[src/rtl/core/tdcc_pkg.sv]
// Shared types, codes and quantizer tables of the timed duty-cycle controller.
package tdcc_pkg;

  // Field widths
  localparam int unsigned OpW        = 2;
  localparam int unsigned LevelW     = 10;
  localparam int unsigned LimitW     = 10;
  localparam int unsigned PeriodW    = 5;
  localparam int unsigned RateW      = 5;
  localparam int unsigned MinutesW   = 8;
  localparam int unsigned SecondsW   = 14;
  localparam int unsigned BoostCntW  = 10;
  localparam int unsigned DurCodeW   = 3;
  localparam int unsigned CfgIndexW  = 1;
  localparam int unsigned CfgDataW   = 10;

  // Register reset values
  localparam logic [LimitW-1:0]  BoostLimitReset  = 10'd600;
  localparam logic [PeriodW-1:0] CyclePeriodReset = 5'd20;

  // Register indexes
  typedef enum logic [CfgIndexW-1:0] {
    CFG_BOOST_LIMIT  = 1'b0,
    CFG_CYCLE_PERIOD = 1'b1
  } cfg_idx_t;

  // Event kinds
  typedef enum logic [OpW-1:0] {
    OP_TICK   = 2'd0,
    OP_START  = 2'd1,
    OP_BOOST  = 2'd2,
    OP_SAMPLE = 2'd3
  } op_t;

  // Duration selection codes
  typedef enum logic [DurCodeW-1:0] {
    DUR_NONE = 3'd0,
    DUR_10M  = 3'd1,
    DUR_30M  = 3'd2,
    DUR_60M  = 3'd3,
    DUR_120M = 3'd4,
    DUR_240M = 3'd5
  } dur_code_t;

  // Controller state
  typedef struct packed {
    logic                 run;
    logic                 boost;
    logic [BoostCntW-1:0] boost_sec;
    logic [SecondsW-1:0]  run_sec;
    logic [PeriodW-1:0]   phase;
    logic [RateW-1:0]     rate;
    dur_code_t            dur;
    logic [RateW-1:0]     on_time;
    logic                 ozone;
  } tdcc_state_t;

  // Map rate pot reading to grams per hour
  function automatic logic [RateW-1:0] quant_rate(input logic [LevelW-1:0] v);
    logic [RateW-1:0] r;
    if (v >= 10'd853)      r = 5'd20;
    else if (v >= 10'd683) r = 5'd10;
    else if (v >= 10'd513) r = 5'd5;
    else if (v >= 10'd343) r = 5'd2;
    else if (v >= 10'd170) r = 5'd1;
    else                   r = 5'd0;
    return r;
  endfunction

  // Map duration pot reading to a duration code
  function automatic dur_code_t quant_dur(input logic [LevelW-1:0] v);
    dur_code_t d;
    if (v >= 10'd853)      d = DUR_240M;
    else if (v >= 10'd683) d = DUR_120M;
    else if (v >= 10'd513) d = DUR_60M;
    else if (v >= 10'd343) d = DUR_30M;
    else if (v >= 10'd173) d = DUR_10M;
    else                   d = DUR_NONE;
    return d;
  endfunction

  function automatic logic [MinutesW-1:0] dur_minutes(input dur_code_t d);
    logic [MinutesW-1:0] m;
    case (d)
      DUR_10M:  m = 8'd10;
      DUR_30M:  m = 8'd30;
      DUR_60M:  m = 8'd60;
      DUR_120M: m = 8'd120;
      DUR_240M: m = 8'd240;
      default:  m = 8'd0;
    endcase
    return m;
  endfunction

  function automatic logic [SecondsW-1:0] dur_seconds(input dur_code_t d);
    logic [SecondsW-1:0] s;
    case (d)
      DUR_10M:  s = 14'(10 * 60);
      DUR_30M:  s = 14'(30 * 60);
      DUR_60M:  s = 14'(60 * 60);
      DUR_120M: s = 14'(120 * 60);
      DUR_240M: s = 14'(240 * 60);
      default:  s = 14'd0;
    endcase
    return s;
  endfunction

endpackage

[src/rtl/core/tdcc_step.sv]
// Next-state logic for one event of the timed duty-cycle controller.
module tdcc_step
  import tdcc_pkg::*;
(
  input  tdcc_state_t         cur,
  input  op_t                 op,
  input  logic [LevelW-1:0]   power_level,
  input  logic [LevelW-1:0]   duration_level,
  input  logic [LimitW-1:0]   boost_limit,
  input  logic [PeriodW-1:0]  cycle_period,
  output tdcc_state_t         nxt
);

  logic [PeriodW:0] phase_inc;

  always_comb begin
    nxt       = cur;
    phase_inc = {1'b0, cur.phase} + 1'b1;

    // Apply the event
    case (op)
      OP_TICK: begin
        if (cur.run) begin
          if (cur.run_sec != '1) nxt.run_sec = cur.run_sec + 1'b1;
          if (cur.boost) begin
            if (cur.boost_sec != '1) nxt.boost_sec = cur.boost_sec + 1'b1;
            nxt.ozone = 1'b1;
          end else begin
            nxt.ozone = (cur.phase < cur.on_time);
            if (phase_inc >= {1'b0, cycle_period}) nxt.phase = '0;
            else                                   nxt.phase = phase_inc[PeriodW-1:0];
          end
        end
      end
      OP_START: begin
        nxt.boost_sec = '0;
        if (!cur.run && cur.rate != '0 && cur.dur != DUR_NONE) begin
          nxt.on_time = cur.rate;
          nxt.run     = 1'b1;
        end else if (cur.run) begin
          nxt.run     = 1'b0;
          nxt.ozone   = 1'b0;
          nxt.boost   = 1'b0;
          nxt.run_sec = '0;
        end
      end
      OP_BOOST: begin
        if (!cur.boost) begin
          nxt.boost     = 1'b1;
          nxt.boost_sec = '0;
        end else begin
          nxt.boost = 1'b0;
        end
      end
      default: begin
        if (!cur.run) begin
          nxt.rate = quant_rate(power_level);
          nxt.dur  = quant_dur(duration_level);
        end
      end
    endcase

    // End the run once its length is reached
    if (nxt.run && nxt.run_sec >= dur_seconds(nxt.dur)) begin
      nxt.boost_sec = '0;
      nxt.run       = 1'b0;
      nxt.ozone     = 1'b0;
      nxt.boost     = 1'b0;
      nxt.run_sec   = '0;
    end

    // Drop boost once its count passes the limit
    if (nxt.boost && nxt.run && nxt.boost_sec > boost_limit) nxt.boost = 1'b0;
  end

endmodule

[src/rtl/core/timed_duty_cycle_controller.sv]
// Top level of the timed duty-cycle controller: input stage, state and result register.
//
//   channel  direction  handshake               payload
//   in_      input      in_valid / in_ready     in_op, in_power_level, in_duration_level
//   out_     output     out_valid / out_ready   out_ozone_on .. out_elapsed_seconds
//   cfg_     input      cfg_we (no wait)        cfg_index, cfg_wdata
//
// One event per clock when out_ready stays high; each accepted beat passes through
// the input register, then the state update and result register in one pass through
// the next-state logic. Synchronous active-low reset clears the state and both valid
// flags and loads the configuration registers with their reset values.
// A stalled output holds its beat; the input register keeps taking beats until
// both stages are full.
module timed_duty_cycle_controller
  import tdcc_pkg::*;
(
  input  logic                 clk,
  input  logic                 rst_n,
  input  logic                 in_valid,
  output logic                 in_ready,
  input  logic [OpW-1:0]       in_op,
  input  logic [LevelW-1:0]    in_power_level,
  input  logic [LevelW-1:0]    in_duration_level,
  output logic                 out_valid,
  input  logic                 out_ready,
  output logic                 out_ozone_on,
  output logic                 out_fan_on,
  output logic                 out_running,
  output logic                 out_boost_on,
  output logic [RateW-1:0]     out_rate_grams,
  output logic [MinutesW-1:0]  out_duration_minutes,
  output logic [SecondsW-1:0]  out_elapsed_seconds,
  input  logic                 cfg_we,
  input  logic [CfgIndexW-1:0] cfg_index,
  input  logic [CfgDataW-1:0]  cfg_wdata
);

  logic [LimitW-1:0]  boost_limit_r;
  logic [PeriodW-1:0] cycle_period_r;

  logic               s1_valid_r;
  op_t                s1_op_r;
  logic [LevelW-1:0]  s1_pwr_r;
  logic [LevelW-1:0]  s1_dur_r;
  logic               s1_adv;

  tdcc_state_t        st_r;
  tdcc_state_t        st_nxt;

  logic               out_valid_r;
  logic               ozone_r;
  logic               run_r;
  logic               boost_r;
  logic [RateW-1:0]   rate_r;
  logic [MinutesW-1:0] minutes_r;
  logic [SecondsW-1:0] elapsed_r;

  assign s1_adv   = s1_valid_r && (!out_valid_r || out_ready);
  assign in_ready = !s1_valid_r || s1_adv;

  // Write configuration registers
  always_ff @(posedge clk) begin
    if (!rst_n) begin
      boost_limit_r  <= BoostLimitReset;
      cycle_period_r <= CyclePeriodReset;
    end else if (cfg_we) begin
      case (cfg_idx_t'(cfg_index))
        CFG_BOOST_LIMIT:  boost_limit_r  <= cfg_wdata[LimitW-1:0];
        CFG_CYCLE_PERIOD: cycle_period_r <= cfg_wdata[PeriodW-1:0];
        default: ;
      endcase
    end
  end

  // Hold the accepted input beat
  always_ff @(posedge clk) begin
    if (!rst_n) begin
      s1_valid_r <= 1'b0;
    end else if (in_ready) begin
      s1_valid_r <= in_valid;
    end
  end

  always_ff @(posedge clk) begin
    if (in_valid && in_ready) begin
      s1_op_r  <= op_t'(in_op);
      s1_pwr_r <= in_power_level;
      s1_dur_r <= in_duration_level;
    end
  end

  tdcc_step u_step (
    .cur            (st_r),
    .op             (s1_op_r),
    .power_level    (s1_pwr_r),
    .duration_level (s1_dur_r),
    .boost_limit    (boost_limit_r),
    .cycle_period   (cycle_period_r),
    .nxt            (st_nxt)
  );

  // Advance the controller state
  always_ff @(posedge clk) begin
    if (!rst_n) begin
      st_r <= '0;
    end else if (s1_adv) begin
      st_r <= st_nxt;
    end
  end

  // Load the result register
  always_ff @(posedge clk) begin
    if (!rst_n) begin
      out_valid_r <= 1'b0;
    end else if (s1_adv) begin
      out_valid_r <= 1'b1;
    end else if (out_ready) begin
      out_valid_r <= 1'b0;
    end
  end

  always_ff @(posedge clk) begin
    if (s1_adv) begin
      ozone_r   <= st_nxt.ozone;
      run_r     <= st_nxt.run;
      boost_r   <= st_nxt.boost;
      rate_r    <= st_nxt.rate;
      minutes_r <= dur_minutes(st_nxt.dur);
      elapsed_r <= st_nxt.run_sec;
    end
  end

  assign out_valid            = out_valid_r;
  assign out_ozone_on         = ozone_r;
  assign out_fan_on           = run_r;
  assign out_running          = run_r;
  assign out_boost_on         = boost_r;
  assign out_rate_grams       = rate_r;
  assign out_duration_minutes = minutes_r;
  assign out_elapsed_seconds  = elapsed_r;

  // Generator is never on outside a run
  a_ozone_needs_run: assert property (@(posedge clk) disable iff (!rst_n)
    st_r.ozone |-> st_r.run)
    else $error("generator on while idle");

  // Elapsed time is cleared whenever no run is in progress
  a_idle_elapsed_zero: assert property (@(posedge clk) disable iff (!rst_n)
    !st_r.run |-> (st_r.run_sec == '0))
    else $error("elapsed time nonzero while idle");

  // A run only exists with a nonzero selection
  a_run_has_selection: assert property (@(posedge clk) disable iff (!rst_n)
    st_r.run |-> (st_r.rate != '0 && st_r.dur != DUR_NONE))
    else $error("run active with empty selection");

  // Every advanced beat shows up in the result register
  a_adv_fills_out: assert property (@(posedge clk) disable iff (!rst_n)
    s1_adv |=> out_valid_r)
    else $error("advanced beat lost");

  // A waiting result is not overwritten by the next beat
  a_no_overwrite: assert property (@(posedge clk) disable iff (!rst_n)
    (out_valid_r && !out_ready) |-> !s1_adv)
    else $error("result overwritten while stalled");

endmodule

[config.mk]
export PLATFORM = sky130hd
export DESIGN_NAME = timed_duty_cycle_controller
export DESIGN_NICKNAME = d
export VERILOG_FILES = /design/src/rtl/core/tdcc_pkg.sv /design/src/rtl/core/tdcc_step.sv /design/src/rtl/core/timed_duty_cycle_controller.sv
export SDC_FILE = /design/constraint.sdc
export NUM_CORES = 1
export LEC_CHECK = 0
export BUFFER_PORTS_ARGS = -buffer_cell sky130_fd_sc_hd__buf_2
export CAP_MARGIN = 20
export CORE_UTILIZATION = 55
export DETAILED_ROUTE_END_ITERATION = 8
export PLACE_DENSITY = 0.81
export SLEW_MARGIN = 20
export SYNTH_ARGS = -nofsm -noshare
export SYNTH_HDL_FRONTEND = slang
export SYNTH_HIERARCHICAL = 1
export SYNTH_SLANG_ARGS = --single-unit
[constraint.sdc]
create_clock -name clk -period 7.7 [get_ports clk]
set_input_delay 1.54 -clock clk [delete_from_list [all_inputs] [get_ports clk]]
set_output_delay 1.54 -clock clk [all_outputs]
set_load 0.1 [all_outputs]
Word-level counts from Yosys, hierarchy flattened:

Cells that the tools add are included.
Widths: inputs -> output; s select.

* add/sub/neg operators: 3
* multipliers: 0
* div/mod/pow operators: 0
* order comparisons: 14
* equality and inequality tests: 9
* shift operators: 0
* muxes and demuxes: 41
* bitwise gates (word level): 2
* reductions and logical operators: 21

Operators with widths (number)
* $pmux 14 s5: 1
* $ge 10x10->1 const B: 6
* $mux 14: 3
* $pmux 8 s5: 1
* $mux 10: 3
* $mux 5: 6
* $pmux 10 s3: 1
* $mux 29: 1
* $pmux 14 s2: 1
* $mux 26: 1
* $ge 10x8->1 const B: 2
* $ge 10x9->1 const B: 2
* $mux 8: 2
* $mux 1: 15
* $add 14x1->14 const B: 1
* $ge 14x14->1: 1
* $ne 14x14->1 const B: 1
* $mux 3: 4
* $add 10x1->10 const B: 1
* $gt 10x10->1: 1
* $ne 10x10->1 const B: 1
* $logic_and 1x1->1: 7
* $add 5x1->6 const B: 1
* $eq 3x2->1 const B: 2
* 18 further kinds: 25

* register bits after elaboration: 114
* latch bits: 0
* RAM bits: 0
* bits in read-only memories: 0
* input port bits: 38
* output and inout bits: 33
* logic and storage cells: 112
* memories: 0

Depth between registers and ports, before layout:

Gate-level depths: netlist of the first run.

* depth after elaboration: 16
* gate-level depth with buffers: 26
* gate-level depth less buffers: 23

Cells and area by module:

Netlist of the first run, hierarchy kept.

By module, submodules not included
* timed_duty_cycle_controller: instances 1, cells each 338, area an instance 4124.0 sq um, seq. area each 2772.7 sq um
* tdcc_step: instances 1, cells each 406, area an instance 2672.6 sq um, seq. area each 0.0 sq um

Worst setup path before layout of the first run:

Ideal clock, no wire load.

* path kind: register to register
* start point: register s1_dur_r[8]
* end point: register st_r[43] (netlist bit)
* setup time: 72 ps
* arrival time: 5406 ps
* required time: 7628 ps
* setup slack: 2223 ps
* cell stages (with the launch flop): 23
* path buffers: 2
* clock period less this slack: 5477 ps
* cells stage by stage: edfxtp_1 > clkbuf_1 > a211oi_1 > o21ai_0 > and3_1 > o41ai_1 > a21boi_0 > ha_1 > nand4_1 > a21oi_1 > nor2_1 > or2_2 > a21oi_1 > clkbuf_1 > nor3_1 > ha_1 > a21o_1 > a21o_1 > a221oi_1 > o31ai_1 > nor3_2 > nand2_1 > mux2i_1

RTL lines
* start: declaration: RTL line timed_duty_cycle_controller.sv:44 `logic [LevelW-1:0] s1_dur_r;`
* start signal: assignment: RTL line timed_duty_cycle_controller.sv:88 `s1_dur_r <= in_duration_level;`
* end signal: assignment: RTL line timed_duty_cycle_controller.sv:107 `st_r <= st_nxt;`
* end: declaration: RTL line timed_duty_cycle_controller.sv:47 `tdcc_state_t st_r;`

==> flow_summary.json, run 1 <==
{
  "multi_input_area_mm2": 0.00363,
  "max_cap_viol_count": 0,
  "hold_viol": 0,
  "htreeDepth": 4,
  "synth.cell_area_mm2": 0.00680,
  "drt-initial-drc-count": 439,
  "clkPwrFrac_pct": 47.6,
  "core_mm2": 0.0120,
  "clkTransAtPathRegs_ns": 0.06,
  "critical_path.cell_chain": "o21ai_0, nand2b_1, and3_1, o41ai_2, nand2b_1, a21oi_1, ha_1, and3_1, a41o_1, and4b_1, buf_4, nor4_1, ha_1, a21o_1, a21oi_1, o221ai_1, a221oi_1, o31ai_1, nor3_2, nand2_1, mux2i_1",
  "syn_nets": 820,
  "vias": 5647,
  "pwr-share-comb_pct": 11.4,
  "synthDistinctLibCells": 71,
  "critPathKind": "reg2reg",
  "syn_avg_cell_area_um2": 9.14,
  "start_util_pct": 56.6,
  "ant_nets": 0,
  "cp_slowest_stage_delay_ns": 0.98,
  "synth-seq-area-share_pct": 40.8,
  "cts_resized": 0,
  "layout_commonest_cell": "nand2_1",
  "cts_inserted_buffers": 17,
  "die-height_um": 113,
  "clock_latency_ns": 0.43,
  "switching_share_pct": 27.4,
  "synth-edff-count": 51,
  "timing.final.ws_setup_ns": 1.87,
  "cts_tree": "done",
  "drcViolationCount": 0,
  "drt_first_pass_iters": 5,
  "finalSetupViolCount": 0,
  "final_cell_mix": "nand2_1, buf_2, dfxtp_1",
  "rr_worst_depth": 21,
  "rsz0062_at_grt": "no",
  "gp_congestion": 0.912,
  "nets": 876,
  "path_delay_family": "compound AO/OA/AOI/OAI gates",
  "crit_fanout": 16,
  "min_period_over_period_pct": 75.7,
  "grt_pass1_vias": 5167,
  "fillCellCount": 977,
  "finalMaxSlewViolations": 0,
  "clockRootBuffer": "clkbuf_16",
  "p_int_mw": 1.18,
  "synthArstFlopShare_pct": 0,
  "routed_via_density": 5.88,
  "worst_pin_slew_ns": 1.09,
  "rows": 40,
  "io_buffers": 69,
  "status": "completed",
  "p_per_area_mw_per_mm2": 211,
  "whs_path_depth": 2,
  "finClkSkew_ns": 0.0107,
  "cp.buffers_inverters": 1,
  "p_seq_share_pct": 40.9,
  "grt_pass1_wl_um": 24400,
  "drive_above_1_share_pct": 15.6,
  "synthFlopType": "dfxtp_1",
  "grt_overflow": 0,
  "grt_max_degree": 108,
  "cp.depth": 21,
  "startpoint_type": "register",
  "slowest_stage": "o41ai_2",
  "p_leak_nw": 3.08,
  "hold_buffers": 0,
  "grtUsageTotal_pct": 24.3,
  "synth_seq_cells": 113,
  "place_hpwl_um": 10300,
  "period_minus_slack_ns": 5.83,
  "crit_arrival_ns": 6.16,
  "antenna_found_initial": 1,
  "netlist_instances": 744,
  "vdd_drop_max_mv": 0.202,
  "area_growth_pct": 13.2,
  "hp-class": "reg2reg",
  "ioPinCount": 71,
  "p_sw_mw": 0.444,
  "regArea_mm2": 0.00277,
  "die_area_mm2": 0.0128,
  "avgRoutedWirePerCell_um": 15.5,
  "dp_slack_ns": 1.96,
  "cts_sinks": 113,
  "tns_ns": 0,
  "synth_top_area_share_pct": 22.5,
  "clockBufferDepth": 2,
  "max-slew-margin-rel_pct": 27.2,
  "crit_path_end_kind": "register",
  "wl_um": 14900,
  "synthTopCellsByArea": "edfxtp_1, dfxtp_1, nand2_1",
  "cp.required_ns": 8.04,
  "fmax_ghz": 0.172,
  "cts_setup_buffers": 0,
  "ys_warn_count": 6,
  "die_x_um": 113,
  "synth_top_area_cell": "edfxtp_1"
}
[area by class of cell]
class | instances | share of cell area [%]
Multi-Input combinational cell | 557 | 47.2
Tap cell | 147 | 2.39
Clock inverter | 15 | 2.08
Clock buffer | 17 | 5.53
Sequential cell | 113 | 36.0
Timing Repair Buffer | 73 | 4.88
Inverter | 38 | 1.85
Antenna cell | 1 | 0.0325
[final timing paths]
| kind | start | endpoint | slack (ns) |
|---|---|---|---|
| hold reg to reg | boost_limit_r[1] | boost_limit_r[1] | 0.47 |
| setup reg to reg | s1_dur_r[6] | st_r[43] | 1.87 |
| hold / removal | boost_limit_r[1] | boost_limit_r[1] | 0.47 |
| setup / recovery | s1_dur_r[6] | st_r[43] | 1.87 |
[worst reg2reg max path, delay by kind of cell (launching register included)]
family                   cells  cell delay [ns]
flip-flops                   1             0.45
AND/OR/NAND/NOR              8             1.74
buffers and inverters        1             0.29
multiplexers                 1             0.17
AO/OA/AOI/OAI                9             2.46
adder cells (fa/ha/maj)      2             0.62
[metal layers]
layer | track usage [%] | wire length, um
met5 | 0 | 0
met4 | 11.0 | 292
met3 | 6.86 | 1020
met2 | 38.7 | 7040
met1 | 30.7 | 6530
[power by group through the flow]
stage / combinational (mW) / clock [mW] / sequential (mW)
after floorplan: 0.0948 / 0 / 0.731
after global placement: 0.179 / 0 / 0.675
after detailed placement: 0.183 / 0 / 0.677
after CTS: 0.184 / 0.784 / 0.664
after global routing: 0.199 / 0.814 / 0.667
final: 0.186 / 0.772 / 0.664
[synthesized netlist by cell type, types with 3 or more instances]
cell type,n
a211oi_1,3
a211oi_2,5
a21boi_0,10
a21o_1,16
a21oi_1,27
a22o_1,5
a22oi_1,5
a31oi_1,6
a32o_1,3
and2_1,7
and3_1,7
and4_1,7
buf_12,5
buf_2,8
buf_4,4
buf_6,3
clkbuf_1,14
dfxtp_1,62
edfxtp_1,51
ha_1,38
inv_1,38
mux2i_1,48
nand2_1,160
nand2b_1,12
nand3_1,23
nand4_1,16
nor2_1,20
nor2b_1,12
nor3_1,20
nor3b_1,5
nor3b_2,3
nor4_1,8
o211ai_1,5
o21a_1,4
o21ai_0,27
o221ai_1,3
or3_1,3
xnor2_1,5
xor2_1,4
[registers in the layout (all words and copies together) (netlist names), 2 cells and up]
register              flops
boost_limit_r            10
cycle_period_r            5
out_duration_minutes      7
out_elapsed_seconds      14
out_rate_grams            5
s1_dur_r                 10
s1_op_r                   2
s1_pwr_r                 10
st_r                     45
[cell families (layout without fill, tap and decap cells)]
| logic type | after synthesis | in the layout | share of synthesized area [%] |
|---|---|---|---|
| xor gates and xnor gates | 9 | 9 | 1.16 |
| DFF | 113 | 113 | 40.8 |
| and+or+nand+nor | 320 | 320 | 23.4 |
| muxes | 50 | 50 | 7.40 |
| other | 1 | 2 | 0.0552 |
| buffers and inverters | 74 | 143 | 6.00 |
| adders and majority gates | 38 | 38 | 7.00 |
| AOI/OAI and AO/OA | 139 | 139 | 14.2 |
[metrics by stage]
step                      std cells  hold WS [ns]  power (mW)  area [um^2]  utilization (%)
after floorplan                 744         0.431       0.826         6800                -
final                           961         0.469        1.62         7690             64.1
after global placement          928         0.445       0.854         7100             59.1
after detailed placement        928         0.458       0.859         7100             59.1
after global routing            960         0.491        1.68         7690             64.0
after CTS                       960         0.471        1.63         7690             64.0
Note: power is estimated with default switching activity, not from simulation.
==> run 2: changes to the inputs <==
--- a/config.mk
+++ b/config.mk
@@ -7,9 +7,9 @@
 export LEC_CHECK = 0
 export BUFFER_PORTS_ARGS = -buffer_cell sky130_fd_sc_hd__buf_2
 export CAP_MARGIN = 20
-export CORE_UTILIZATION = 55
+export CORE_UTILIZATION = 54
 export DETAILED_ROUTE_END_ITERATION = 8
-export PLACE_DENSITY = 0.81
+export PLACE_DENSITY = 0.83
 export SLEW_MARGIN = 20
 export SYNTH_ARGS = -nofsm -noshare
 export SYNTH_HDL_FRONTEND = slang
==> constraint.sdc (replaced) <==
create_clock -name clk -period 5.3 [get_ports clk]
set_input_delay 1.06 -clock clk [delete_from_list [all_inputs] [get_ports clk]]
set_output_delay 1.06 -clock clk [all_outputs]
set_load 0.1 [all_outputs]
==> run 2 against run 1 <==
Effect of this change: global-route usage decreased by 0.42 points; largest cell class unchanged; maximum frequency increased by 18%; sequential cell count unchanged; clock power increased by 54%; non-clock buffer count increased by 10; critical path depth increased by 1; clock skew decreased by 0.0029 ns; routed wire length increased by 0.56%.
==> flow_summary.json, run 2 (synthesized netlist as in run 1, its figures left out) <==
{
  "n_antenna_cell": 0,
  "nets": 886,
  "cp.buffers_inverters": 2,
  "vdd_drop_max_mv": 0.235,
  "fillCellCount": 971,
  "hold_viol": 0,
  "cts_sinks": 113,
  "clockRootBuffer": "clkbuf_16",
  "io_buffers": 69,
  "status": "completed",
  "finClkSkew_ns": 0.00776,
  "ioPinCount": 71,
  "die_area_mm2": 0.0130,
  "start_util_pct": 55.9,
  "multi_input_area_mm2": 0.00364,
  "worst_pin_slew_ns": 1.07,
  "clock_latency_ns": 0.42,
  "max-slew-margin-rel_pct": 28.6,
  "drive_above_1_share_pct": 16.5,
  "critPathKind": "reg2reg",
  "cp_slowest_stage_delay_ns": 0.47,
  "max_cap_viol_count": 0,
  "hold_buffers": 0,
  "crit_path_end_kind": "register",
  "critical_path.cell_chain": "nand4_1, nor4_4, buf_4, nor4_1, xor2_1, a22oi_1, inv_1, ha_1, a21oi_1, nor2_1, nor3_1, a21oi_2, nor4_1, ha_1, a21o_1, a21oi_1, o221ai_1, a221oi_1, o31ai_1, nor3_2, nand2_1, mux2i_1",
  "cts_inserted_buffers": 17,
  "area_growth_pct": 15.2,
  "crit_fanout": 8,
  "p_per_area_mw_per_mm2": 309,
  "cp.required_ns": 5.65,
  "finalSetupViolCount": 0,
  "drt-initial-drc-count": 549,
  "place_hpwl_um": 10200,
  "grtUsageTotal_pct": 23.9,
  "htreeDepth": 4,
  "fmax_ghz": 0.202,
  "ant_nets": 0,
  "rsz0062_at_grt": "no",
  "drcViolationCount": 0,
  "p_leak_nw": 3.16,
  "layout_commonest_cell": "nand2_1",
  "min_period_over_period_pct": 93.5,
  "die-height_um": 114,
  "largest_reg_flops": 45,
  "routed_via_density": 5.76,
  "final_cell_mix": "nand2_1, buf_2, dfxtp_1",
  "antenna_found_initial": 0,
  "wl_um": 15000,
  "rows": 40,
  "hp-class": "reg2reg",
  "vias": 5712,
  "die_x_um": 114,
  "grt_overflow": 0,
  "grt_pass1_vias": 5155,
  "slowest_stage": "dfxtp_1",
  "startpoint_type": "register",
  "avgRoutedWirePerCell_um": 15.1,
  "finalMaxSlewViolations": 0,
  "power_mw": 2.42,
  "drt_first_pass_iters": 5,
  "gp_congestion": 0.887,
  "period_minus_slack_ns": 4.95,
  "cts_tree": "done",
  "grt_max_degree": 58,
  "path_delay_family": "simple AND/OR/NAND/NOR gates",
  "core_mm2": 0.0122,
  "clockBufferDepth": 2,
  "grt_pass1_wl_um": 24500,
  "clkTransAtPathRegs_ns": 0.06,
  "regArea_mm2": 0.00277,
  "regMostFlops": "st_r",
  "tns_ns": 0,
  "crit_arrival_ns": 5.31
}
run 2: changes by cell type in the layout (fill, tap and decap cells not counted), sizes merged:
cell,delta
buf,+10
diode,-1
bufinv,+2
inv,-3
clkinvlp,+1
run 2: power breakdown:
group,internal (mW),switching (mW),total [mW]
clock network,0.781,0.406,1.19
registers,0.945,0.0202,0.966
logic,0.0746,0.197,0.272
run 2: timing repair:
| action | CTS | global route |
|---|---|---|
| endpoints found under the setup margin | 0 | 2 |
| buffers inserted | 0 | 2 |
| gates resized for setup | 0 | 2 |
run 2: area by class of cell:
cell class	count	area share, %
well taps	168	2.68
flip-flops and latches	113	35.4
repair buffers	83	5.75
clock buffers	17	5.43
inverters	38	1.82
clock inverters	15	2.46
multi-input cells	557	46.4
run 2: final timing paths:
path                     startpoint           endpoint  slack, ns  depth (start not counted)
setup reg to reg           st_r[24]           st_r[43]       0.35                         22
setup / recovery           st_r[24]           st_r[43]       0.35                         22
hold / removal    cycle_period_r[3]  cycle_period_r[3]       0.46                          2
hold reg to reg   cycle_period_r[3]  cycle_period_r[3]       0.46                          2
run 2: worst reg2reg max path, stage by stage, from the launching register on:
cell	delay (ns)
dfxtp_1	0.47
nand4_1	0.27
nor4_4	0.39
buf_4	0.19
nor4_1	0.05
xor2_1	0.14
a22oi_1	0.24
inv_1	0.08
ha_1	0.33
a21oi_1	0.20
nor2_1	0.06
nor3_1	0.28
a21oi_2	0.17
nor4_1	0.41
ha_1	0.32
a21o_1	0.18
a21oi_1	0.13
o221ai_1	0.14
a221oi_1	0.32
o31ai_1	0.14
nor3_2	0.17
nand2_1	0.07
mux2i_1	0.13
run 2: routing by layer:
metal / up-vias / part of all wire [%] / global-route usage, %
li1: 2815 / - / -
met1: 2642 / 44 / 29.4
met2: 222 / 48 / 39.7
met3: 33 / 5.5 / 5.88
met4: 0 / 2.4 / 10.6
met5: - / 0 / 0
run 2: per-stage QoR:
| step | instances | hold WS [ns] | util [%] | setup WS (ns) | area [um^2] |
|---|---|---|---|---|---|
| 6_report | 991 | 0.462 | 64.4 | 0.346 | 7830 |
| 4_1_cts | 989 | 0.464 | 64.2 | 0.174 | 7810 |
| 3_5_place_dp | 957 | 0.457 | 59.1 | 0.290 | 7190 |
| 2_1_floorplan | 744 | 0.431 | - | 0.240 | 6800 |
| 3_3_place_gp | 957 | 0.452 | 59.1 | 0.496 | 7190 |
| 5_1_grt | 991 | 0.486 | 64.4 | 0.0136 | 7830 |
